===== src/hdl/dhte_pkg.sv =====
// ----------------------------------------------------------------------------
// dhte_pkg
// Shared types and constants of the double hashing table engine.
// ----------------------------------------------------------------------------
package dhte_pkg;

  localparam int unsigned KEY_W     = 31;
  localparam int unsigned OP_W      = 2;
  localparam int unsigned CODE_W    = 2;
  localparam int unsigned SLOT_W    = 5;
  localparam int unsigned DEF_SLOTS = 32;

  // key reduction works on this many key bits per cycle
  localparam int unsigned DIGIT_W  = 4;
  localparam int unsigned N_DIGITS = (KEY_W + DIGIT_W - 1) / DIGIT_W;
  localparam int unsigned KEY_PAD  = N_DIGITS * DIGIT_W - KEY_W;

  typedef enum logic [OP_W-1:0] {
    OP_INSERT = 2'd0,
    OP_DELETE = 2'd1,
    OP_SEARCH = 2'd2
  } op_e;

  typedef enum logic [CODE_W-1:0] {
    RC_DONE = 2'd0,
    RC_FULL = 2'd1,
    RC_MISS = 2'd2
  } rc_e;

  typedef enum logic [1:0] {
    ST_EMPTY = 2'd0,
    ST_OCC   = 2'd1,
    ST_DEL   = 2'd2
  } status_e;

  typedef enum logic [2:0] {
    S_CLEAR,
    S_IDLE,
    S_HASH,
    S_PROBE,
    S_RESP
  } state_e;

  typedef struct packed {
    logic [OP_W-1:0]  opcode;
    logic [KEY_W-1:0] key;
  } req_t;

  typedef struct packed {
    rc_e               result_code;
    logic [SLOT_W-1:0] slot_index;
  } rsp_t;

  typedef struct packed {
    status_e          status;
    logic [KEY_W-1:0] value;
  } entry_t;

endpackage


===== src/hdl/dhte_hash.sv =====
// ----------------------------------------------------------------------------
// dhte_hash
// Multi-cycle remainder unit: key mod SLOTS and key mod (SLOTS-1), one digit
// of the key per cycle, most significant digit first.
// ----------------------------------------------------------------------------
module dhte_hash #(
  parameter int unsigned SLOTS = dhte_pkg::DEF_SLOTS
) (
  input  logic                       clk_i,
  input  logic                       rst_ni,
  input  logic                       start_i,
  input  logic [dhte_pkg::KEY_W-1:0] key_i,
  output logic                       done_o,
  output logic [$clog2(SLOTS)-1:0]   rem_s_o,
  output logic [$clog2(SLOTS)-1:0]   rem_t_o
);
  import dhte_pkg::*;

  localparam int unsigned IDX_W = $clog2(SLOTS);
  localparam int unsigned CW    = IDX_W + DIGIT_W + 1;
  localparam int unsigned CNT_W = $clog2(N_DIGITS);
  localparam int unsigned KQ_W  = N_DIGITS * DIGIT_W;
  localparam logic [CW-1:0] MOD_S = CW'(SLOTS);
  localparam logic [CW-1:0] MOD_T = CW'(SLOTS - 1);

  logic                busy_q, busy_d;
  logic                done_q, done_d;
  logic [CNT_W-1:0]    cnt_q, cnt_d;
  logic [KQ_W-1:0]     key_q, key_d;
  logic [IDX_W-1:0]    rs_q, rs_d;
  logic [IDX_W-1:0]    rt_q, rt_d;
  logic [DIGIT_W-1:0]  digit;
  logic [CW-1:0]       ts, tt;

  assign digit = key_q[KQ_W-1 -: DIGIT_W];

  // shift in one digit and reduce by compare and subtract
  always_comb begin
    ts = CW'({rs_q, digit});
    tt = CW'({rt_q, digit});
    for (int j = DIGIT_W - 1; j >= 0; j--) begin
      if (ts >= (MOD_S << j)) begin
        ts = ts - (MOD_S << j);
      end
      if (tt >= (MOD_T << j)) begin
        tt = tt - (MOD_T << j);
      end
    end
  end

  always_comb begin
    busy_d = busy_q;
    done_d = 1'b0;
    cnt_d  = cnt_q;
    key_d  = key_q;
    rs_d   = rs_q;
    rt_d   = rt_q;
    if (start_i) begin
      busy_d = 1'b1;
      cnt_d  = '0;
      key_d  = {{KEY_PAD{1'b0}}, key_i};
      rs_d   = '0;
      rt_d   = '0;
    end else if (busy_q) begin
      rs_d  = IDX_W'(ts);
      rt_d  = IDX_W'(tt);
      key_d = key_q << DIGIT_W;
      cnt_d = cnt_q + 1'b1;
      if (cnt_q == CNT_W'(N_DIGITS - 1)) begin
        busy_d = 1'b0;
        done_d = 1'b1;
      end
    end
  end

  always_ff @(posedge clk_i or negedge rst_ni) begin
    if (!rst_ni) begin
      busy_q <= 1'b0;
      done_q <= 1'b0;
      cnt_q  <= '0;
    end else begin
      busy_q <= busy_d;
      done_q <= done_d;
      cnt_q  <= cnt_d;
    end
  end

  always_ff @(posedge clk_i) begin
    key_q <= key_d;
    rs_q  <= rs_d;
    rt_q  <= rt_d;
  end

  assign done_o  = done_q;
  assign rem_s_o = rs_q;
  assign rem_t_o = rt_q;

endmodule


===== src/hdl/dhte_mem.sv =====
// ----------------------------------------------------------------------------
// dhte_mem
// Slot table: one write port, one read port with registered read data.
// ----------------------------------------------------------------------------
module dhte_mem #(
  parameter int unsigned SLOTS = dhte_pkg::DEF_SLOTS
) (
  input  logic                     clk_i,
  input  logic                     we_i,
  input  logic [$clog2(SLOTS)-1:0] waddr_i,
  input  dhte_pkg::entry_t         wdata_i,
  input  logic [$clog2(SLOTS)-1:0] raddr_i,
  output dhte_pkg::entry_t         rdata_o
);
  import dhte_pkg::*;

  entry_t mem_q [SLOTS];
  entry_t rdata_q;

  always_ff @(posedge clk_i) begin
    if (we_i) begin
      mem_q[waddr_i] <= wdata_i;
    end
  end

  always_ff @(posedge clk_i) begin
    rdata_q <= mem_q[raddr_i];
  end

  assign rdata_o = rdata_q;

endmodule


===== src/hdl/dhte_ctrl.sv =====
// ----------------------------------------------------------------------------
// dhte_ctrl
// Operation sequencer: clearing pass, probe walk over the slot table with
// one read issued per cycle, write back on a free slot (insert) or a hit (delete) and the result register.
// ----------------------------------------------------------------------------
module dhte_ctrl #(
  parameter int unsigned SLOTS = dhte_pkg::DEF_SLOTS
) (
  input  logic                       clk_i,
  input  logic                       rst_ni,
  input  logic                       req_valid_i,
  output logic                       req_stall_o,
  input  dhte_pkg::req_t             req_i,
  output logic                       rsp_valid_o,
  input  logic                       rsp_stall_i,
  output dhte_pkg::rsp_t             rsp_o,
  output logic                       hash_start_o,
  output logic [dhte_pkg::KEY_W-1:0] hash_key_o,
  input  logic                       hash_done_i,
  input  logic [$clog2(SLOTS)-1:0]   rem_s_i,
  input  logic [$clog2(SLOTS)-1:0]   rem_t_i,
  output logic                       mem_we_o,
  output logic [$clog2(SLOTS)-1:0]   mem_waddr_o,
  output dhte_pkg::entry_t           mem_wdata_o,
  output logic [$clog2(SLOTS)-1:0]   mem_raddr_o,
  input  dhte_pkg::entry_t           mem_rdata_i
);
  import dhte_pkg::*;

  localparam int unsigned IDX_W = $clog2(SLOTS);
  localparam int unsigned CNT_W = $clog2(SLOTS + 1);
  localparam logic [IDX_W-1:0] LAST_IDX = IDX_W'(SLOTS - 1);
  localparam logic [IDX_W:0]   SUM_MOD  = (IDX_W + 1)'(SLOTS);

  state_e            state_q, state_d;
  logic [OP_W-1:0]   op_q, op_d;
  logic [KEY_W-1:0]  key_q, key_d;
  logic [IDX_W-1:0]  pos_q, pos_d;
  logic [IDX_W-1:0]  step_q, step_d;
  logic [CNT_W-1:0]  issued_q, issued_d;
  logic [IDX_W-1:0]  chk_q, chk_d;
  logic              pend_q, pend_d;
  logic [IDX_W-1:0]  pend_pos_q, pend_pos_d;
  logic [IDX_W-1:0]  clr_q, clr_d;
  rc_e               code_q, code_d;
  logic [IDX_W-1:0]  idx_q, idx_d;
  logic              rsp_valid_q, rsp_valid_d;
  rsp_t              rsp_q, rsp_d;
  logic [IDX_W:0]    pos_sum;
  logic [IDX_W-1:0]  next_pos;
  logic              issue;
  logic              done_probe;

  assign pos_sum  = {1'b0, pos_q} + {1'b0, step_q};
  assign next_pos = (pos_sum >= SUM_MOD) ? IDX_W'(pos_sum - SUM_MOD) : IDX_W'(pos_sum);
  assign issue    = (issued_q != CNT_W'(SLOTS));

  assign req_stall_o  = (state_q != S_IDLE);
  assign hash_key_o   = req_i.key;
  assign mem_raddr_o  = pos_q;
  assign rsp_valid_o  = rsp_valid_q;
  assign rsp_o        = rsp_q;

  always_comb begin
    state_d     = state_q;
    op_d        = op_q;
    key_d       = key_q;
    pos_d       = pos_q;
    step_d      = step_q;
    issued_d    = issued_q;
    chk_d       = chk_q;
    pend_d      = pend_q;
    pend_pos_d  = pend_pos_q;
    clr_d       = clr_q;
    code_d      = code_q;
    idx_d       = idx_q;
    rsp_valid_d = rsp_valid_q;
    rsp_d       = rsp_q;
    hash_start_o = 1'b0;
    mem_we_o    = 1'b0;
    mem_waddr_o = pend_pos_q;
    mem_wdata_o = '{status: ST_EMPTY, value: '0};
    done_probe  = 1'b0;

    if (rsp_valid_q && !rsp_stall_i) begin
      rsp_valid_d = 1'b0;
    end

    case (state_q)
      S_CLEAR: begin
        mem_we_o    = 1'b1;
        mem_waddr_o = clr_q;
        clr_d       = clr_q + 1'b1;
        if (clr_q == LAST_IDX) begin
          state_d = S_IDLE;
        end
      end
      S_IDLE: begin
        if (req_valid_i) begin
          op_d  = req_i.opcode;
          key_d = req_i.key;
          if (req_i.opcode inside {OP_INSERT, OP_DELETE, OP_SEARCH}) begin
            hash_start_o = 1'b1;
            state_d      = S_HASH;
          end else begin
            code_d  = RC_MISS;
            idx_d   = '0;
            state_d = S_RESP;
          end
        end
      end
      S_HASH: begin
        if (hash_done_i) begin
          pos_d    = (rem_s_i == LAST_IDX) ? '0 : rem_s_i + 1'b1;
          step_d   = LAST_IDX - rem_t_i;
          issued_d = '0;
          chk_d    = '0;
          pend_d   = 1'b0;
          state_d  = S_PROBE;
        end
      end
      S_PROBE: begin
        pend_d = issue;
        if (issue) begin
          pend_pos_d = pos_q;
          pos_d      = next_pos;
          issued_d   = issued_q + 1'b1;
        end
        if (pend_q) begin
          chk_d = chk_q + 1'b1;
          if (op_q == OP_INSERT) begin
            if (mem_rdata_i.status != ST_OCC) begin
              mem_we_o    = 1'b1;
              mem_wdata_o = '{status: ST_OCC, value: key_q};
              code_d      = RC_DONE;
              idx_d       = pend_pos_q;
              done_probe  = 1'b1;
            end
          end else begin
            if (mem_rdata_i.status == ST_EMPTY) begin
              code_d     = RC_MISS;
              idx_d      = '0;
              done_probe = 1'b1;
            end else if (mem_rdata_i.status == ST_OCC && mem_rdata_i.value == key_q) begin
              if (op_q == OP_DELETE) begin
                mem_we_o    = 1'b1;
                mem_wdata_o = '{status: ST_DEL, value: '0};
              end
              code_d     = RC_DONE;
              idx_d      = pend_pos_q;
              done_probe = 1'b1;
            end
          end
          if (!done_probe && chk_q == LAST_IDX) begin
            code_d     = (op_q == OP_INSERT) ? RC_FULL : RC_MISS;
            idx_d      = '0;
            done_probe = 1'b1;
          end
          if (done_probe) begin
            pend_d  = 1'b0;
            state_d = S_RESP;
          end
        end
      end
      S_RESP: begin
        if (!rsp_valid_q || !rsp_stall_i) begin
          rsp_valid_d = 1'b1;
          rsp_d       = '{result_code: code_q, slot_index: SLOT_W'(idx_q)};
          state_d     = S_IDLE;
        end
      end
      default: begin
        state_d = S_IDLE;
      end
    endcase
  end

  always_ff @(posedge clk_i or negedge rst_ni) begin
    if (!rst_ni) begin
      state_q     <= S_CLEAR;
      clr_q       <= '0;
      issued_q    <= '0;
      chk_q       <= '0;
      pend_q      <= 1'b0;
      rsp_valid_q <= 1'b0;
    end else begin
      state_q     <= state_d;
      clr_q       <= clr_d;
      issued_q    <= issued_d;
      chk_q       <= chk_d;
      pend_q      <= pend_d;
      rsp_valid_q <= rsp_valid_d;
    end
  end

  always_ff @(posedge clk_i) begin
    op_q       <= op_d;
    key_q      <= key_d;
    pos_q      <= pos_d;
    step_q     <= step_d;
    pend_pos_q <= pend_pos_d;
    code_q     <= code_d;
    idx_q      <= idx_d;
    rsp_q      <= rsp_d;
  end

`ifndef SYNTH
  a_we_state: assert property (@(posedge clk_i) disable iff (!rst_ni)
    mem_we_o |-> (state_q == S_CLEAR || state_q == S_PROBE))
    else $error("table write outside clearing pass or probe");

  a_hit_resp: assert property (@(posedge clk_i) disable iff (!rst_ni)
    (mem_we_o && state_q == S_PROBE) |=> (state_q == S_RESP))
    else $error("probe write did not end the walk");

  a_hash_done: assert property (@(posedge clk_i) disable iff (!rst_ni)
    hash_done_i |-> (state_q == S_HASH))
    else $error("remainder unit finished outside hashing");

  a_idx_zero: assert property (@(posedge clk_i) disable iff (!rst_ni)
    rsp_valid_q |-> (rsp_q.result_code == RC_DONE || rsp_q.slot_index == '0))
    else $error("slot index set on a failed operation");
`endif

endmodule


===== src/hdl/double_hash_table_engine_core.sv =====
// ----------------------------------------------------------------------------
// double_hash_table_engine_core
// Open-addressing hash table with double hashing: insert, delete, search.
// ----------------------------------------------------------------------------
// After reset the block runs a clearing pass over every slot of the slot
// table, with req_stall_o high, before it takes its first request. Each
// request is then accepted, passes through the remainder unit, which reduces
// the key four bits a cycle over N_DIGITS digits (8 for a 31-bit key) and
// hands over the remainders, walks the slot table one probe per cycle
// through its single read port with registered read data, and ends in the
// result register. The walk makes at most SLOTS probes and stops early when
// a slot settles the operation. An unused opcode goes straight to the result
// register with RC_MISS. One request is in flight at a time; a new one can
// be taken while the previous result waits in the result register.
module double_hash_table_engine_core #(
  parameter int unsigned SLOTS = dhte_pkg::DEF_SLOTS
) (
  input  logic           clk_i,
  input  logic           rst_ni,
  input  logic           req_valid_i,
  output logic           req_stall_o,
  input  dhte_pkg::req_t req_i,
  output logic           rsp_valid_o,
  input  logic           rsp_stall_i,
  output dhte_pkg::rsp_t rsp_o
);
  import dhte_pkg::*;

  localparam int unsigned IDX_W = $clog2(SLOTS);

  logic              hash_start;
  logic [KEY_W-1:0]  hash_key;
  logic              hash_done;
  logic [IDX_W-1:0]  rem_s;
  logic [IDX_W-1:0]  rem_t;
  logic              mem_we;
  logic [IDX_W-1:0]  mem_waddr;
  entry_t            mem_wdata;
  logic [IDX_W-1:0]  mem_raddr;
  entry_t            mem_rdata;

  dhte_hash #(
    .SLOTS (SLOTS)
  ) u_hash (
    .clk_i   (clk_i),
    .rst_ni  (rst_ni),
    .start_i (hash_start),
    .key_i   (hash_key),
    .done_o  (hash_done),
    .rem_s_o (rem_s),
    .rem_t_o (rem_t)
  );

  dhte_mem #(
    .SLOTS (SLOTS)
  ) u_mem (
    .clk_i   (clk_i),
    .we_i    (mem_we),
    .waddr_i (mem_waddr),
    .wdata_i (mem_wdata),
    .raddr_i (mem_raddr),
    .rdata_o (mem_rdata)
  );

  dhte_ctrl #(
    .SLOTS (SLOTS)
  ) u_ctrl (
    .clk_i        (clk_i),
    .rst_ni       (rst_ni),
    .req_valid_i  (req_valid_i),
    .req_stall_o  (req_stall_o),
    .req_i        (req_i),
    .rsp_valid_o  (rsp_valid_o),
    .rsp_stall_i  (rsp_stall_i),
    .rsp_o        (rsp_o),
    .hash_start_o (hash_start),
    .hash_key_o   (hash_key),
    .hash_done_i  (hash_done),
    .rem_s_i      (rem_s),
    .rem_t_i      (rem_t),
    .mem_we_o     (mem_we),
    .mem_waddr_o  (mem_waddr),
    .mem_wdata_o  (mem_wdata),
    .mem_raddr_o  (mem_raddr),
    .mem_rdata_i  (mem_rdata)
  );

endmodule

===== config.mk =====
export PLATFORM = sky130hd
export DESIGN_NAME = double_hash_table_engine_core
export DESIGN_NICKNAME = d
export VERILOG_FILES = /design/src/hdl/dhte_pkg.sv /design/src/hdl/dhte_hash.sv /design/src/hdl/dhte_mem.sv /design/src/hdl/dhte_ctrl.sv /design/src/hdl/double_hash_table_engine_core.sv
export SDC_FILE = /design/constraint.sdc
export NUM_CORES = 1
export LEC_CHECK = 0
export BUFFER_PORTS_ARGS = -buffer_cell sky130_fd_sc_hd__buf_2
export CELL_PAD_IN_SITES_DETAIL_PLACEMENT = 1
export CELL_PAD_IN_SITES_GLOBAL_PLACEMENT = 1
export CORE_MARGIN = 2
export CORE_UTILIZATION = 48
export CTS_CLUSTER_DIAMETER = 120
export CTS_CLUSTER_SIZE = 16
export DETAILED_ROUTE_END_ITERATION = 12
export MAX_ROUTING_LAYER = met4
export PLACE_DENSITY = 0.73
export SYNTH_ARGS = -nofsm -noshare
export SYNTH_HDL_FRONTEND = slang
export SYNTH_SLANG_ARGS = --single-unit

===== constraint.sdc =====
create_clock -name clk_i -period 6.8 [get_ports clk_i]
set_clock_uncertainty 0.2 [all_clocks]
set_input_delay 1.02 -clock clk_i [delete_from_list [all_inputs] [get_ports clk_i]]
set_output_delay 1.02 -clock clk_i [all_outputs]
set_load 0.005 [all_outputs]

==> results_dict.tcl <==
set metrics [dict create \
    post-route-period-util_pct 81.6 \
    synth_compound_area_share_pct 1.52 \
    clock_path_buffers 3 \
    vias 23000 \
    powerDensity_nw_per_um2 400 \
    final_cell_mix "edfxtp_1 (1149), mux4_2 (330), nand2_1 (141)" \
    crit_type "reg2reg" \
    cts_made_buffers 86 \
    via_per_inst 6.26 \
    peakVddDrop_uv 391 \
    drt_iter0_drc 2765 \
    critPathRequiredTime_ps 7170 \
    start_kind "flop" \
    ctsHoldBuffers 0 \
    synth.distinct_cells 66 \
    grt_overflow_total 0 \
    grt_usage_pct 24.4 \
    fmaxAchievable_ghz 0.180 \
    yosys_warnings 0 \
    antenna_found_initial 3 \
    port_buffers 45 \
    min_path_type "in2async" \
    synthSimpleGateAreaFrac_pct 3.48 \
    synth-edff-count 1149 \
    cp_max_fo 11 \
    outcome "complete, no violations" \
    layout_commonest_cell "edfxtp_1" \
    nNetsFinal 2407 \
    clkTransAtPathRegs_ps 80 \
    die_h_um 319 \
    cts_max_level 3 \
    grt_max_degree 143 \
    max_slew_margin_pct 8.37 \
    min_period_ps 5550 \
    yosysSeqAreaShare_pct 75.7 \
    drt-total-wl_um 118000 \
    synth_fa_ha_area_share_pct 0.515 \
    maxCapViolations 0 \
    gp_congestion 0.832 \
    area_growth_pct 9.97 \
    core_um2 98300 \
    cts.sinks 1219 \
    syn_area_um2 47600 \
    ios 46 \
    cp-end-kind "flop" \
    worstSkewPairLatency_ps 670 \
    drc 0 \
    dr.pass1.iters 5 \
    hold_violations 0 \
    synthFlopType "edfxtp_1" \
    start_util_pct 48.4 \
    post_cts_resized 0 \
    async_flop_share_pct 2.13 \
    wl_per_cell_um 32.3 \
    avgSynthCellArea_um2 21.1 \
    muxShareOfSynthArea_pct 16.8 \
    critPathArrivalTime_ps 5920 \
    p_leak_nw 17.5 \
    finalMaxSlewViolations 0 \
    finish.utilization_pct 53.3 \
    cts_tree "yes" \
    rows 115 \
    die_w_um 319 \
    rsz0062_at_grt "no" \
    postCtsSetupBuffers 0 \
    grt_first_pass_wirelength_um 174000 \
    dieArea_um2 102000 \
    synth_top_family_by_area "multiplexers" \
    dp.final_hpwl_um 71300 \
    cts-root-buf "clkbuf_16" \
    tns_ps 0 \
    layout-drive-gt1-share_pct 26.4 \
    grt_pass1_vias 24000 \
    fillCellCount 8433 \
    tightest_slew_ps 1370 \
    setup_violations 0 \
    synth-seq-cells 1219 \
    synth-xor-area-share_pct 0.920 \
    synth_fp_nets 2307 \
    postRouteAntennaNets 0 \
    syn_inst 2251 \
]
-- path summary, 6_finish.rpt --
kind                                          startpoint                        endpoint  slack [ps]  depth (start not counted)
min in group clk_i         u_ctrl.idx_q[4]$_SDFFCE_PP0P_       u_ctrl.rsp_o[4]$_DFFE_PP_         220                          0
setup reg to reg           u_hash.key_q[31]$_SDFFE_PP0P_  u_hash.rem_t_o[2]$_SDFFE_PP0P_        1250                         18
hold / removal                                    rst_ni    u_ctrl.rsp_valid_o$_DFF_PN0_         190                          1
hold reg to reg            u_ctrl.idx_q[4]$_SDFFCE_PP0P_       u_ctrl.rsp_o[4]$_DFFE_PP_         220                          0
setup / recovery           u_hash.key_q[31]$_SDFFE_PP0P_  u_hash.rem_t_o[2]$_SDFFE_PP0P_        1250                         18
max in group asynchronous                         rst_ni     u_ctrl.clr_q[0]$_DFFE_PN0P_        5740                          1
-- worst max-delay path, stage by stage, from the launching register on --
cell	delay, ps
dfxtp_1	540
ha_1	310
nor4b_4	330
a21oi_1	110
o21ai_0	390
ha_1	420
nand2_1	130
o31a_1	400
xnor2_1	300
ha_1	340
nand4_1	220
and3_1	250
xnor2_1	150
ha_1	260
and3_1	170
mux2i_1	330
o211ai_4	160
a21o_1	210
a221oi_1	230
-- Yosys cell counts (all sizes together) (16+ instances only) --
master  instances  area, um^2
a21oi          18        90.1
and2           44         275
and3           16         100
buf            32         141
clkbuf         75         282
dfrtp          26         651
dfxtp          44         881
edfxtp       1149       34500
ha             18         225
inv            22        82.6
mux2           35         398
mux2i          17         170
mux4          330        7430
nand2         142         541
nand3          25         138
nor2           58         218
o21ai          37         185
xnor2          41         359
-- power by group --
part           internal [mW]  switching [mW]
Sequential              8.92           0.409
Clock                   2.37            2.45
Combinational           2.95            3.85
-- kinds of logic after synthesis --
kind of cell | count (synthesis)
AOI/OAI and AO/OA | 108
xor gates and xnor gates | 50
adders and majority gates | 19
buffers and inverters | 129
DFF | 1219
muxes | 382
and+or+nand+nor | 344
-- per-stage QoR --
stage,total power [mW],instances,cell area (um^2),hold WS (ps),setup WS (ps)
final,20.9,3669,52300,192,1250
after global routing,21.7,3669,52300,209,745
after CTS,21.1,3666,52300,183,1280
after detailed placement,16.3,3548,49900,206,1320
after global placement,16.1,3548,49900,209,1630
after floorplan,14.0,2251,47600,200,615
-- cell type report --
class	count	area (um^2)	area share, %
Clock inverter	6	101	0.194
Inverter	22	82.6	0.158
Clock buffer	112	2290	4.38
Multi-Input combinational cell	903	11300	21.7
Tap cell	1287	1610	3.08
Timing Repair Buffer	119	876	1.67
Antenna cell	1	2.50	0.00478
Sequential cell	1219	36000	68.8
-- layer usage --
metal	GRT usage, %	up-vias	part of all wire [%]
met5	-	-	0
met1	33.6	12500	41
met4	5.81	0	2.4
li1	-	9391	-
met2	39.1	928	50
met3	3.36	158	6.8
-- sequential cells by signal (all words and copies together), names as in the netlist, 6 cells and up --
register / cells
u_hash.key_q: 32
u_ctrl.rsp_o: 7
u_ctrl.key_q: 31
u_ctrl.issued_q: 6
u_mem.rdata_o: 33
u_mem.mem_q: 1056
(Power assumes the default switching activity.)
